--- config.mk ---
export PLATFORM = sky130hd
export DESIGN_NAME = byte_pattern_search_core
export DESIGN_NICKNAME = d
export VERILOG_FILES = /design/src/sv/bps_pkg.sv /design/src/sv/bps_front.sv /design/src/sv/bps_queue.sv /design/src/sv/bps_back.sv /design/src/sv/byte_pattern_search_core.sv
export SDC_FILE = /design/constraint.sdc
export NUM_CORES = 1
export LEC_CHECK = 0
export BUFFER_PORTS_ARGS = -buffer_cell sky130_fd_sc_hd__buf_4
export CORE_ASPECT_RATIO = 1.5
export CORE_UTILIZATION = 65
export CTS_CLUSTER_DIAMETER = 80
export DETAILED_ROUTE_END_ITERATION = 7
export PLACE_DENSITY = 0.91
export SLEW_MARGIN = 20
export SYNTH_ARGS = -nofsm -noshare
export SYNTH_HDL_FRONTEND = slang
export SYNTH_SLANG_ARGS = --single-unit
export TNS_END_PERCENT = 1
--- constraint.sdc ---
create_clock -name i_clk -period 8.8 [get_ports i_clk]
set_input_delay 0.44 -clock i_clk [delete_from_list [all_inputs] [get_ports i_clk]]
set_output_delay 0.44 -clock i_clk [all_outputs]
set_load 0.005 [all_outputs]
--- src/sv/bps_pkg.sv ---
// Shared types and constants for the byte pattern search core.
// Holds the result record passed from the front to the back, and the field codes.
package bps_pkg;

    localparam int ADDR_W  = 24;
    localparam int LEN_W   = 25;
    localparam int VALUE_W = 32;
    localparam int COUNT_W = 10;
    localparam int INDEX_W = 2;

    localparam logic CMD_START = 1'b0;
    localparam logic CMD_DATA  = 1'b1;

    localparam logic [INDEX_W-1:0] REG_START_ADDR   = 2'd0;
    localparam logic [INDEX_W-1:0] REG_SEARCH_LEN   = 2'd1;
    localparam logic [INDEX_W-1:0] REG_SEARCH_VALUE = 2'd2;

    typedef enum logic [1:0] {
        KIND_HIT     = 2'd0,
        KIND_SUMMARY = 2'd1,
        KIND_SHORT   = 2'd2
    } t_kind;

    // Results caused by one item: an optional hit, then an optional final result.
    typedef struct packed {
        logic               hit;
        logic [ADDR_W-1:0]  hit_addr;
        logic [COUNT_W-1:0] hit_cnt;
        logic               hit_cap;
        logic               fin;
        t_kind              fin_kind;
        logic [COUNT_W-1:0] fin_cnt;
        logic               fin_cap;
    } t_rec;

endpackage

--- src/sv/bps_front.sv ---
// Front part of the byte pattern search: configuration registers, window and counters.
// Classifies each accepted item into a result record. Depends on bps_pkg.
module bps_front #(
    parameter int MAX_HITS = 1000
) (
    input  logic                  i_clk,
    input  logic                  i_rst_n,
    input  logic                  i_cfg_wr_en,
    input  logic [1:0]            i_cfg_index,
    input  logic [31:0]           i_cfg_data,
    input  logic                  i_valid,
    output logic                  o_ready,
    input  logic                  i_command,
    input  logic [7:0]            i_data_byte,
    input  logic                  i_q_ready,
    output logic                  o_q_push,
    output bps_pkg::t_rec         o_q_data
);
    import bps_pkg::*;

    localparam int CNT_W = $clog2(MAX_HITS + 1);

    logic [ADDR_W-1:0]  r_start_addr;
    logic [LEN_W-1:0]   r_search_len;
    logic [VALUE_W-1:0] r_search_value;
    logic [23:0]        r_window,  n_window;
    logic [LEN_W-1:0]   r_seen,    n_seen;
    logic [CNT_W-1:0]   r_hits,    n_hits;
    logic               r_ovf,     n_ovf;
    logic               r_active,  n_active;

    logic [2:0]         width;
    logic [31:0]        cur;
    logic               eq;
    logic [LEN_W-1:0]   seen_inc;
    logic               done;
    logic               hit;
    logic               take;
    logic [CNT_W-1:0]   hits_inc;
    logic [CNT_W+COUNT_W-1:0] hits_ext;
    logic [CNT_W+COUNT_W-1:0] hits_now_ext;
    t_rec               rec;

    assign o_ready = i_q_ready;
    assign take    = i_valid && i_q_ready;

    always_ff @(posedge i_clk) begin
        if (!i_rst_n) begin
            r_start_addr   <= '0;
            r_search_len   <= '0;
            r_search_value <= '0;
        end else if (i_cfg_wr_en) begin
            unique case (i_cfg_index)
                REG_START_ADDR:   r_start_addr   <= i_cfg_data[ADDR_W-1:0];
                REG_SEARCH_LEN:   r_search_len   <= i_cfg_data[LEN_W-1:0];
                REG_SEARCH_VALUE: r_search_value <= i_cfg_data;
                default: ;
            endcase
        end
    end

    always_comb begin
        if (r_search_value[31:24] != 8'd0) begin
            width = 3'd4;
        end else if (r_search_value[23:16] != 8'd0) begin
            width = 3'd3;
        end else if (r_search_value[15:8] != 8'd0) begin
            width = 3'd2;
        end else begin
            width = 3'd1;
        end
    end

    assign cur      = {i_data_byte, r_window};
    assign seen_inc = r_seen + LEN_W'(1);
    assign done     = seen_inc >= r_search_len;
    assign hits_inc = r_hits + CNT_W'(1);

    always_comb begin
        unique case (width)
            3'd1:    eq = cur[31:24] == r_search_value[7:0];
            3'd2:    eq = cur[31:16] == r_search_value[15:0];
            3'd3:    eq = cur[31:8]  == r_search_value[23:0];
            default: eq = cur == r_search_value;
        endcase
    end

    assign hit = (seen_inc >= LEN_W'(width)) && eq;

    always_comb begin
        n_window = r_window;
        n_seen   = r_seen;
        n_hits   = r_hits;
        n_ovf    = r_ovf;
        n_active = r_active;
        rec      = '0;
        rec.fin_kind = KIND_SUMMARY;
        if (i_command == CMD_START) begin
            if (r_search_len < LEN_W'(width)) begin
                n_active     = 1'b0;
                rec.fin      = 1'b1;
                rec.fin_kind = KIND_SHORT;
            end else begin
                n_window = '0;
                n_seen   = '0;
                n_hits   = '0;
                n_ovf    = 1'b0;
                n_active = 1'b1;
            end
        end else if (r_active) begin
            n_window = cur[31:8];
            n_seen   = seen_inc;
            if (hit) begin
                if (r_hits < CNT_W'(MAX_HITS)) begin
                    n_hits       = hits_inc;
                    rec.hit      = 1'b1;
                    rec.hit_addr = r_start_addr + seen_inc[ADDR_W-1:0]
                                   - ADDR_W'(width);
                    rec.hit_cnt  = hits_ext[COUNT_W-1:0];
                    rec.hit_cap  = r_ovf;
                end else begin
                    n_ovf = 1'b1;
                end
            end
            if (done) begin
                n_active    = 1'b0;
                rec.fin     = 1'b1;
                rec.fin_cnt = hits_now_ext[COUNT_W-1:0];
                rec.fin_cap = n_ovf;
            end
        end
    end

    assign hits_ext     = {{COUNT_W{1'b0}}, hits_inc};
    assign hits_now_ext = {{COUNT_W{1'b0}}, n_hits};

    always_ff @(posedge i_clk) begin
        if (!i_rst_n) begin
            r_window <= '0;
            r_seen   <= '0;
            r_hits   <= '0;
            r_ovf    <= 1'b0;
            r_active <= 1'b0;
        end else if (take) begin
            r_window <= n_window;
            r_seen   <= n_seen;
            r_hits   <= n_hits;
            r_ovf    <= n_ovf;
            r_active <= n_active;
        end
    end

    assign o_q_push = take && (rec.hit || rec.fin);
    assign o_q_data = rec;

endmodule

--- src/sv/bps_queue.sv ---
// Short record queue between the front and the back of the pattern search.
// Holds result records so that each side can stall on its own. Depends on bps_pkg.
module bps_queue #(
    parameter int DEPTH = 2
) (
    input  logic          i_clk,
    input  logic          i_rst_n,
    input  logic          i_push,
    input  bps_pkg::t_rec i_data,
    output logic          o_ready,
    input  logic          i_pop,
    output logic          o_valid,
    output bps_pkg::t_rec o_data
);
    import bps_pkg::*;

    localparam int PW = (DEPTH > 1) ? $clog2(DEPTH) : 1;
    localparam int CW = $clog2(DEPTH + 1);

    t_rec          r_mem [DEPTH];
    logic [PW-1:0] r_wp;
    logic [PW-1:0] r_rp;
    logic [CW-1:0] r_cnt;

    assign o_ready = r_cnt != CW'(DEPTH);
    assign o_valid = r_cnt != '0;
    assign o_data  = r_mem[r_rp];

    always_ff @(posedge i_clk) begin
        if (i_push) begin
            r_mem[r_wp] <= i_data;
        end
    end

    always_ff @(posedge i_clk) begin
        if (!i_rst_n) begin
            r_wp  <= '0;
            r_rp  <= '0;
            r_cnt <= '0;
        end else begin
            if (i_push) begin
                r_wp <= (r_wp == PW'(DEPTH - 1)) ? '0 : r_wp + PW'(1);
            end
            if (i_pop) begin
                r_rp <= (r_rp == PW'(DEPTH - 1)) ? '0 : r_rp + PW'(1);
            end
            if (i_push && !i_pop) begin
                r_cnt <= r_cnt + CW'(1);
            end else if (!i_push && i_pop) begin
                r_cnt <= r_cnt - CW'(1);
            end
        end
    end

endmodule

--- src/sv/bps_back.sv ---
// Back part of the pattern search: takes records from the queue and delivers their
// results one per cycle while i_ready is high, from a held record. Depends on bps_pkg.
module bps_back (
    input  logic          i_clk,
    input  logic          i_rst_n,
    input  logic          i_q_valid,
    input  bps_pkg::t_rec i_q_data,
    output logic          o_q_pop,
    output logic          o_valid,
    input  logic          i_ready,
    output logic [1:0]    o_kind,
    output logic [23:0]   o_hit_address,
    output logic [9:0]    o_hit_count,
    output logic          o_capped,
    output logic          o_last
);
    import bps_pkg::*;

    logic r_busy;
    t_rec r_rec;
    logic take;
    logic final_res;

    assign take      = r_busy && i_ready;
    assign final_res = !r_rec.hit || !r_rec.fin;
    assign o_q_pop   = i_q_valid && (!r_busy || (take && final_res));

    always_ff @(posedge i_clk) begin
        if (!i_rst_n) begin
            r_busy <= 1'b0;
        end else if (o_q_pop) begin
            r_busy <= 1'b1;
        end else if (take && final_res) begin
            r_busy <= 1'b0;
        end
    end

    always_ff @(posedge i_clk) begin
        if (o_q_pop) begin
            r_rec <= i_q_data;
        end else if (take) begin
            r_rec.hit <= 1'b0;
        end
    end

    assign o_valid = r_busy;

    always_comb begin
        if (r_rec.hit) begin
            o_kind        = KIND_HIT;
            o_hit_address = r_rec.hit_addr;
            o_hit_count   = r_rec.hit_cnt;
            o_capped      = r_rec.hit_cap;
            o_last        = !r_rec.fin;
        end else begin
            o_kind        = r_rec.fin_kind;
            o_hit_address = '0;
            o_hit_count   = r_rec.fin_cnt;
            o_capped      = r_rec.fin_cap;
            o_last        = 1'b1;
        end
    end

endmodule

--- src/sv/byte_pattern_search_core.sv ---
// Top level of the byte pattern search core: front, record queue and back.
// Depends on bps_pkg, bps_front, bps_queue and bps_back.
//
// The core takes one item per cycle, a start command or a memory byte, and
// compares the last one to four bytes in parallel with the search value, so a
// byte stream is scanned at one byte per clock. Results leave one per cycle
// while the receiver is ready; a byte that both hits and ends the range yields
// two results, which the two-entry record queue between the front and the back
// absorbs. The input stalls only while that queue is full. Hit counts
// saturate at MAX_HITS and are reported in ten bits.
module byte_pattern_search_core #(
    parameter int MAX_HITS = 1000
) (
    input  logic        i_clk,
    input  logic        i_rst_n,
    input  logic        i_cfg_wr_en,
    input  logic [1:0]  i_cfg_index,
    input  logic [31:0] i_cfg_data,
    input  logic        i_valid,
    output logic        o_ready,
    input  logic        i_command,
    input  logic [7:0]  i_data_byte,
    output logic        o_valid,
    input  logic        i_ready,
    output logic [1:0]  o_kind,
    output logic [23:0] o_hit_address,
    output logic [9:0]  o_hit_count,
    output logic        o_capped,
    output logic        o_last
);
    import bps_pkg::*;

    logic q_ready;
    logic q_push;
    t_rec q_in;
    logic q_pop;
    logic q_valid;
    t_rec q_out;

    bps_front #(
        .MAX_HITS (MAX_HITS)
    ) u_front (
        .i_clk       (i_clk),
        .i_rst_n     (i_rst_n),
        .i_cfg_wr_en (i_cfg_wr_en),
        .i_cfg_index (i_cfg_index),
        .i_cfg_data  (i_cfg_data),
        .i_valid     (i_valid),
        .o_ready     (o_ready),
        .i_command   (i_command),
        .i_data_byte (i_data_byte),
        .i_q_ready   (q_ready),
        .o_q_push    (q_push),
        .o_q_data    (q_in)
    );

    bps_queue #(
        .DEPTH (2)
    ) u_queue (
        .i_clk   (i_clk),
        .i_rst_n (i_rst_n),
        .i_push  (q_push),
        .i_data  (q_in),
        .o_ready (q_ready),
        .i_pop   (q_pop),
        .o_valid (q_valid),
        .o_data  (q_out)
    );

    bps_back u_back (
        .i_clk         (i_clk),
        .i_rst_n       (i_rst_n),
        .i_q_valid     (q_valid),
        .i_q_data      (q_out),
        .o_q_pop       (q_pop),
        .o_valid       (o_valid),
        .i_ready       (i_ready),
        .o_kind        (o_kind),
        .o_hit_address (o_hit_address),
        .o_hit_count   (o_hit_count),
        .o_capped      (o_capped),
        .o_last        (o_last)
    );

endmodule

# Word level (Yosys, flattened, before mapping)
# Memory sizes are Yosys's and may differ from the RTL's. A register that Yosys moved wholly into a read port is not among the register bits.
# Index checks and enable logic that the tools add are counted.
# totals
reg_bits,197
ram_bits,100
input_bits,48
n_memories,1
# mem_list
name,words,word_bits,read_ports,rd_ports_with_merged_regs,wr,line_no,rtl
u_queue.r_mem,2,50,1,1,1,bps_queue.sv:20,t_rec r_mem [DEPTH];
# classes
add_sub_neg,8
magnitude_cmp,4
eq_ne,12
muxes,52
n_reduce_logical,28
# ops
operator,count
36-bit 2-to-1 mux,3
24-bit 2-to-1 mux,4
25-bit 2-to-1 mux,3
10-bit 2-to-1 mux,6
37-bit 2-to-1 mux,1
11-bit 2-to-1 mux,3
32-bit equality test,1
25-bit by 1-bit adder with 25-bit output (second input constant),1
25-bit greater-or-equal comparator,1
25-bit by 3-bit greater-or-equal comparator with 1-bit output,1
25-bit by 3-bit < comparator with 1-bit output,1
24-bit adder,1
24-bit equality test,1
8-bit nonzero test,3
24-bit by 3-bit subtractor with 24-bit output,1
1-bit 2-to-1 mux,23
16-bit equality test,1
10-bit by 1-bit adder with 10-bit output (second input constant),1
10-bit < comparator (second input constant),1
2-bit 2-to-1 mux,5
3-bit 2-to-1 mux,3
8-bit equality test,1
1-bit logical AND,8
2-bit nonzero test,4
15 further kinds,26

# Longest topological paths before layout
# Gate-level depths: netlist of run 1.
# logic_depth
depth_word,16
depth_mapped,19
depth_no_buf,18

# Cells and area by module
# Synthesis of run 1 repeated with hierarchy kept, for this count alone.
# unflattened
hier_cells,1644
hier_area_um2,15701.3
# by_module_without_submodules
mod,instances,cells_per_inst,area_each_um2,seq_area_each_um2
bps_front,1,1364,9980.8,2842.7
bps_queue,1,178,3826.2,3103.0
bps_back,1,102,1894.3,1521.5

# Worst setup path before layout of run 1
# Ideal clock, no wire load.
# synth_path
path_type,register -> register
from,reg u_front.r_seen[0]
to,mem u_queue.r_mem[0][0] (netlist name) (enable)
setup_ps,458
arrival_ps,4950
required_time_ps,8342
setup_slack_ps,3393
path_stages_with_launch,15
n_path_buf,0
cell_sequence,dfxtp_1 ha_1 nand3_4 nor4_4 and3_1 xor2_1 ha_1 nand4_1 nor4_1 o21ai_0 a31oi_1 o2111ai_1 nand2_1 o21ai_2 nor2_1
# synth_rtl
element,line_no,rtl
"start, declared",bps_front.sv:27,"logic [LEN_W-1:0] r_seen, n_seen;"
"start signal, assigned",bps_front.sv:146,r_seen <= n_seen;
"end, declared",bps_queue.sv:20,

==> results of run 1 <==
==> power by group through the flow <==
stage                     combinational (mW)  clock, mW  sequential (mW)
after floorplan                        0.550          0             1.69
after global placement                 0.759          0             1.76
after detailed placement               0.783          0             1.77
after CTS                              0.791       1.26             1.74
after global routing                   0.889       1.31             1.75
final                                  0.821       1.26             1.73
==> registers in the layout, indices dropped and copies added (netlist names), named ones only <==
register and flops:
u_front.r_search_len 25, u_queue.r_rp 1, u_front.r_hits 10, u_front.r_active 1
u_back.r_rec 50, u_queue.r_wp 1, u_front.r_seen 25, u_front.r_start_addr 24
u_back.o_valid 1, u_front.r_search_value 32, u_front.r_ovf 1, u_queue.r_cnt 2
u_queue.r_mem 100, u_front.r_window 24
==> placed cells by master (no fill, tap or decap), drive strengths merged, types with 5 or more instances in the layout <==
cell type  Yosys  final
a211oi         8      8
a21o          12     12
a21oi        128    128
a22o           5      5
a22oi         45     45
a31oi          7      7
and2          32     32
and3          11     11
and4           5      5
buf           26     94
clkbuf        84     36
clkinv         0      9
dfxtp        148    148
edfxtp       150    150
ha            78     78
inv          136    136
mux2          60     60
mux2i          5      5
nand2        206    206
nand2b         6      6
nand3         24     24
nand4         38     38
nor2         120    120
nor2b          6      6
nor3          22     22
nor4          22     22
o211ai         6      6
o21a           8      8
o21ai         28     28
or3            6      6
xnor2        114    114
xor2          21     21
==> final cells by class <==
class | count | area [µm²] | area share [%]
Sequential cell | 298 | 7471 | 42.96
Multi-Input combinational cell | 1083 | 7310 | 42.03
Clock buffer | 36 | 804.5 | 4.626
Timing Repair Buffer | 94 | 725.7 | 4.173
Inverter | 136 | 513.0 | 2.950
Tap cell | 319 | 399.1 | 2.295
Clock inverter | 16 | 167.7 | 0.9641
==> logic make-up (layout without fill, tap and decap cells) <==
logic type      after synthesis  in the layout  synth area share, %
compound gates              282            282                11.45
xor+xnor                    135            135                7.530
flops                       298            298                47.55
buf+inv                     246            282                6.072
fa+ha+maj                    81             81                6.598
simple gates                520            520                16.18
mux                          65             65                4.622
==> stage by stage <==
stage / cells / setup WS [ns] / cell area, µm² / hold slack, ns / power, mW
floorplan: 1627 / 3.393 / 15700 / 0.4363 / 2.240
global placement: 1929 / 3.364 / 16390 / 0.4429 / 2.518
detailed placement: 1929 / 3.213 / 16390 / 0.4470 / 2.556
CTS: 1981 / 3.185 / 17360 / 0.1304 / 3.798
global route: 1982 / 2.842 / 17390 / 0.1501 / 3.950
finish: 1982 / 3.176 / 17390 / 0.1399 / 3.812
==> worst max-delay path: stages, from the launching register on <==
cell and delay, ns:
dfxtp_1 0.51, nand4_2 0.39, nor4_2 0.62, nand3_1 0.17
xnor2_1 0.28, ha_1 0.30, a21o_1 0.17, a211o_1 0.32
nor3_1 0.18, o311ai_0 0.19, o2111ai_1 0.97, nand2_1 0.24
o21ai_2 0.28, inv_2 0.09, ha_1 0.34, or3_1 0.36
a21oi_1 0.14
==> per-layer routing <==
metal	wire length [µm]	part of all wire [%]
met2	20920	52
met4	3240	8.1
met5	0	0
met1	13840	35
met3	1891	4.7
==> cells in the mapped netlist, drive strengths merged (7+ instances only) <==
master	instances
inv	136
a21o	12
nor2	120
o21ai	28
mux2	60
dfxtp	148
nand4	38
ha	78
a22oi	45
and3	11
a211oi	8
and2	32
nor3	22
nor4	22
xor2	21
nand3	24
clkbuf	84
buf	26
xnor2	114
a31oi	7
o21a	8
a21oi	128
edfxtp	150
nand2	206
==> path summary, 6_finish.rpt <==
kind                                     end  slack [ns]  depth (start not counted)
setup / recovery            u_queue.r_cnt[1]        3.18                         16
setup reg to reg            u_queue.r_cnt[1]        3.18                         16
hold / removal    u_front.r_search_value[26]        0.14                          3
hold reg to reg      u_front.r_start_addr[6]        0.46                          2
==> results by group, run 1 <==
Synthesis
  • Mapped Cells: 1627
  • Synth Register Bits: 298
  • Synthesized Nets: 1756
  • Cell area after synthesis: 15700 µm²
  • Register area share after synthesis: 47.55%
  • Synth warn: 0
  • Synth area leader: edfxtp_1
  • Number of distinct library cells after synthesis: 79
  • Dominant cells by area after synthesis: edfxtp_1 29%, dfxtp_1 19%, xnor2_1 6.4%
  • Avg Inst Size Synth: 9.651 µm²
  • Ys flop type: edfxtp_1
  • Ys async rst share: 0%
  • Synth top area share: 28.69%
  • Number of synthesized flops with an enable pin: 150

Cells and area
  • Share of cells above drive strength 1: 14.07%
  • Nets@finish: 1770
  • Fin util: 73.25%
  • Ant diodes: 0
  • Area Growth Syn to Fin: 10.75%
  • Fillers: 1652

Clock network
  • Post-CTS Hold Buffers: 0
  • Skew-Pair Late Insertion Delay: 0.54 ns
  • Post-CTS Setup Repair Bufs: 0
  • Clk sinks: 298
  • Post-cts gate resize count: 0
  • CTS max path bufs: 3
  • TritonCTS Buffers: 28
  • CTS tree: yes
  • CTS H-tree lvls: 1
  • Root Buffer: clkbuf_16
  • CTS clk-pin slew, worst paths: 0.06 ns

Floorplan
  • Num rows: 69
  • Total core area: 23740 µm²
  • # IOs: 88
  • Die Ht: 192.4 µm
  • Die width: 128.9 µm
  • Die ar.: 24800 µm²
  • Initial Utilization: 66.14%

Route
  • DR WL/cell: 20.12 µm
  • Routed vias/inst: 6.060
  • Routed WL: 39890 µm
  • Starting DRT DRC Count: 983
  • Vias: 12010
  • ANT nets after route: 0
  • DRT Pass-1 Iters: 6
  • Detailed-route DRC error count: 0

Worst setup path
  • WP data required: 9.28 ns
  • Worst reg2reg startpoint: u_front.r_seen[4]
  • CP max FO: 12
  • CP startpoint: u_front.r_seen[4]
  • Setup crit end kind: flop
  • Startpoint Class: flop
  • Setup CP Type: flop to flop
  • Critical path arrival: 6.10 ns

Timing
  • Tcrit/Tclk final: 63.90%
  • Max Freq: 177.8 MHz
  • Setup violators final: 0
  • Max-slew headroom at the worst pin: 22.95%
  • Least-Margin Pin Slew: 1.155 ns
  • Setup TNS: 0 ns
  • Max-slew violation count: 0
  • Clock skew: 0.01019 ns
  • Endpoints failing hold: 0
  • Tmin final: 5.624 ns
  • RSZ-0062 raised after global routing: false

Placement
  • Post-DP HPWL: 28740 µm
  • Buffers on Ports: 87
  • RePlAce Congestion: 1.077

Global routing
  • Met1 Resource Use GR: 32.79%
  • Total GRT Usage: 32.40%
  • Largest net degree at the start of global routing: 108
  • GR met3 Demand/Resource: 4.048%
  • Initial antenna violation count: 0
  • Vias in the first global route: 11950
  • Global routing usage on met2: 60.06%
  • Top Usage Layer GRT: met2
  • First-pass GRT wire length: 61440 µm
  • Total grt overflow: 0

Status
  • Status: complete, no violations

Power and ir drop
  • Clock share of power: 33.0%
  • Sw frac: 27.75%
  • Combinational power share: 21.5%
  • Total leakage power: 6.461 nW
  • Seq pwr share: 45.4%
  • Int Pwr: 2.754 mW
  • P_sw: 1.058 mW
  • Max IR drop VDD: 0.1581 mV
  • PwrDens: 219.2 nW/µm²

Job
  • MaxCap Viol Count: 0

Worst hold path
  • Hold Path Class: primary input to flop
  • Hold path start: i_cfg_data[26]
Power figures use the tool's default switching activity.
==> run 2, diff against run 1 <==
- CORE_UTILIZATION: 65 -> 62
- PLACE_DENSITY: 0.91 -> 0.88
- clock period: 8.8 -> 5.7 ns (I/O delays scaled with it)
==> results by group, run 2 (same netlist as run 1, synthesis figures left out) <==
Status
  • Status: complete, no violations (unchanged)

Power and ir drop
  • Int Pwr: 4.171 mW (was 2.754 mW)
  • Max IR drop VDD: 0.3131 mV (was 0.1581 mV)
  • Seq pwr share: 46.2% (was 45.4%)
  • P_sw: 1.616 mW (was 1.058 mW)
  • Sw frac: 27.92% (was 27.75%)
  • Combinational power share: 21.6% (was 21.5%)
  • Final total power: 5.787 mW (was 3.812 mW)
  • PwrDens: 332.3 nW/µm² (was 219.2 nW/µm²)
  • Clock share of power: 32.1% (was 33.0%)
  • Total leakage power: 6.476 nW (was 6.461 nW)

Worst setup path
  • Setup CP Type: flop to flop (unchanged)
  • Crit path top cell by count: ha_1 (unchanged)
  • Critical path arrival: 5.24 ns (was 6.10 ns)
  • CP top delay family: simple AND/OR/NAND/NOR gates (was compound AO/OA/AOI/OAI gates)
  • Slowest stage delay, CP: 0.46 ns (was 0.97 ns)
  • CP max FO: 8 (was 12)
  • Slowest CP cell: dfxtp_1 (was o2111ai_1)
  • WP data required: 6.16 ns (was 9.28 ns)
  • Worst path buffer plus inverter count: 1 (unchanged)
  • Setup crit end kind: flop (unchanged)
  • Startpoint Class: flop (unchanged)
  • Critical path, cell by cell: ha_1 -> nand3_4 -> nor4_2 -> nand3_1 -> xnor2_1 -> ha_1 -> a21o_1 -> a211o_1 -> nor3_1 -> o311ai_0 -> o2111ai_1 -> nand2_1 -> o21ai_2 -> inv_2 -> ha_1 -> or3_1 -> a21oi_1 (was nand4_2 -> nor4_2 -> nand3_1 -> xnor2_1 -> ha_1 -> a21o_1 -> a211o_1 -> nor3_1 -> o311ai_0 -> o2111ai_1 -> nand2_1 -> o21ai_2 -> inv_2 -> ha_1 -> or3_1 -> a21oi_1)

Floorplan
  • Die Ht: 196.9 µm (was 192.4 µm)
  • Num rows: 71 (was 69)
  • Total core area: 24960 µm² (was 23740 µm²)
  • Die ar.: 25980 µm² (was 24800 µm²)
  • Die width: 131.9 µm (was 128.9 µm)
  • Initial Utilization: 62.90% (was 66.14%)
  • # IOs: 88 (unchanged)

Route
  • DRT Pass-1 Iters: 6 (unchanged)
  • Routed WL: 39710 µm (was 39890 µm)
  • ANT nets after route: 0 (unchanged)
  • Detailed-route DRC error count: 0 (unchanged)
  • Vias: 12060 (was 12010)
  • Starting DRT DRC Count: 780 (was 983)
  • DR WL/cell: 19.87 µm (was 20.12 µm)
  • Routed vias/inst: 6.037 (was 6.060)

Timing
  • Least-Margin Pin Slew: 1.089 ns (was 1.155 ns)
  • Tcrit/Tclk final: 83.92% (was 63.90%)
  • Max-slew headroom at the worst pin: 27.38% (was 22.95%)
  • Clock skew: 0.01202 ns (was 0.01019 ns)
  • RSZ-0062 raised after global routing: false (unchanged)
  • Max-slew violation count: 0 (unchanged)
  • Endpoints failing hold: 0 (unchanged)
  • Setup TNS: 0 ns (unchanged)
  • Max Freq: 209.1 MHz (was 177.8 MHz)
  • Smallest hold slack: 0.009749 ns (was 0.1399 ns)
  • Tmin final: 4.783 ns (was 5.624 ns)
  • Setup violators final: 0 (unchanged)

Global routing
  • Vias in the first global route: 12120 (was 11950)
  • Total grt overflow: 0 (unchanged)
  • First-pass GRT wire length: 62010 µm (was 61440 µm)
  • Total GRT Usage: 30.42% (was 32.40%)
  • Initial antenna violation count: 0 (unchanged)
  • Largest net degree at the start of global routing: 81 (was 108)

Cells and area
  • Register area: 7471 µm² (unchanged)
  • Final instance area: 17410 µm² (was 17390 µm²)
  • Ant diodes: 0 (unchanged)
  • Commonest cells after routing, fill and taps aside: 206 x nand2_1, 150 x edfxtp_1, 147 x dfxtp_1, 131 x inv_1, 128 x a21oi_1 (unchanged)
  • Most common cell after layout, fill and taps aside: nand2_1 (unchanged)
  • Nets@finish: 1779 (was 1770)
  • Fin util: 69.76% (was 73.25%)
  • Fillers: 1815 (was 1652)
  • Area occupied by multi-input gates: 7303 µm² (was 7310 µm²)
  • Top reg by flops: u_queue.r_mem (unchanged)
  • Area Growth Syn to Fin: 10.90% (was 10.75%)
  • Top flop regs: u_queue.r_mem (100), u_back.r_rec (50), u_front.r_search_value (32) (unchanged)
  • Max FFs per register: 100 (unchanged)
  • Share of cells above drive strength 1: 14.19% (was 14.07%)

Job
  • MaxCap Viol Count: 0 (unchanged)

Clock network
  • CTS clk-pin slew, worst paths: 0.07 ns (was 0.06 ns)
  • TritonCTS Buffers: 27 (was 28)
  • Root Buffer: clkbuf_16 (unchanged)
  • CTS tree: yes (unchanged)
  • Post-CTS Setup Repair Bufs: 0 (unchanged)
  • Post-cts gate resize count: 0 (unchanged)
  • CTS H-tree lvls: 1 (unchanged)
  • Post-CTS Hold Buffers: 6 (was 0)
  • CTS max path bufs: 3 (unchanged)
  • Clk sinks: 298 (unchanged)
  • Skew-Pair Late Insertion Delay: 0.54 ns (about the same)

Placement
  • RePlAce Congestion: 1.019 (was 1.077)
  • Buffers on Ports: 87 (unchanged)
  • Placed inst area: 16440 µm² (was 16390 µm²)
  • Post-DP HPWL: 28460 µm (was 28740 µm)

Worst hold path
  • Hold Path Class: primary input to flop (unchanged)
run 2: changes by cell type in the layout (fill, tap and decap cells not counted), sizes merged:
cell         previous run  this run
inv                   136       137
clkinv                  9         7
clkinvlp                4         2
buf                    94        98
dlygate4sd3             0         6
run 2: path summary, 6_finish.rpt:
path	start	to	depth (start not counted)	slack [ns]
setup / recovery	u_front.r_seen[0]	u_queue.r_cnt[1]	17	0.92
hold / removal	i_cfg_data[30]	u_front.r_search_value[30]	3	0.01
hold reg to reg	u_front.r_start_addr[9]	u_front.r_start_addr[9]	2	0.46
setup reg to reg	u_front.r_seen[0]	u_queue.r_cnt[1]	17	0.92
run 2: cell type report:
cell class,count,area share (%)
multi-input cells,1083,41.94
repair buffers,104,4.685
clock inverters,13,0.8694
flip-flops and latches,298,42.90
well taps,328,2.357
clock buffers,36,4.304
inverters,136,2.946
run 2: routing by layer:
metal  GRT usage [%]  vias up  part of all wire (%)
li1                -     5660                     -
met1           30.45     5749                    35
met2           58.02      471                    53
met3           3.344      182                   4.8
met4           21.83        0                   7.2
met5               0        -                     0
run 2: worst register-to-register path: stages, from the launching register on:
cell,delay [ns]
dfxtp_1,0.46
ha_1,0.35
nand3_4,0.19
nor4_2,0.40
nand3_1,0.16
xnor2_1,0.28
ha_1,0.31
a21o_1,0.17
a211o_1,0.33
nor3_1,0.17
o311ai_0,0.20
o2111ai_1,0.36
nand2_1,0.16
o21ai_2,0.24
inv_2,0.08
ha_1,0.35
or3_1,0.37
a21oi_1,0.14
run 2: per-stage QoR:
stage	setup WS, ns	std cells
finish	0.9167	1998
global route	0.5953	1998
CTS	0.9291	1997
detailed placement	0.9747	1942
global placement	0.7793	1942
floorplan	0.2928	1627
run 2: power groups by stage:
stage               clock, mW  combinational (mW)  sequential [mW]
floorplan                   0               0.848             2.61
finish                   1.86                1.25             2.67
global placement            0                1.16             2.72
CTS                      1.87                1.22             2.70
global route             1.96                1.35             2.70
detailed placement          0                1.20             2.74
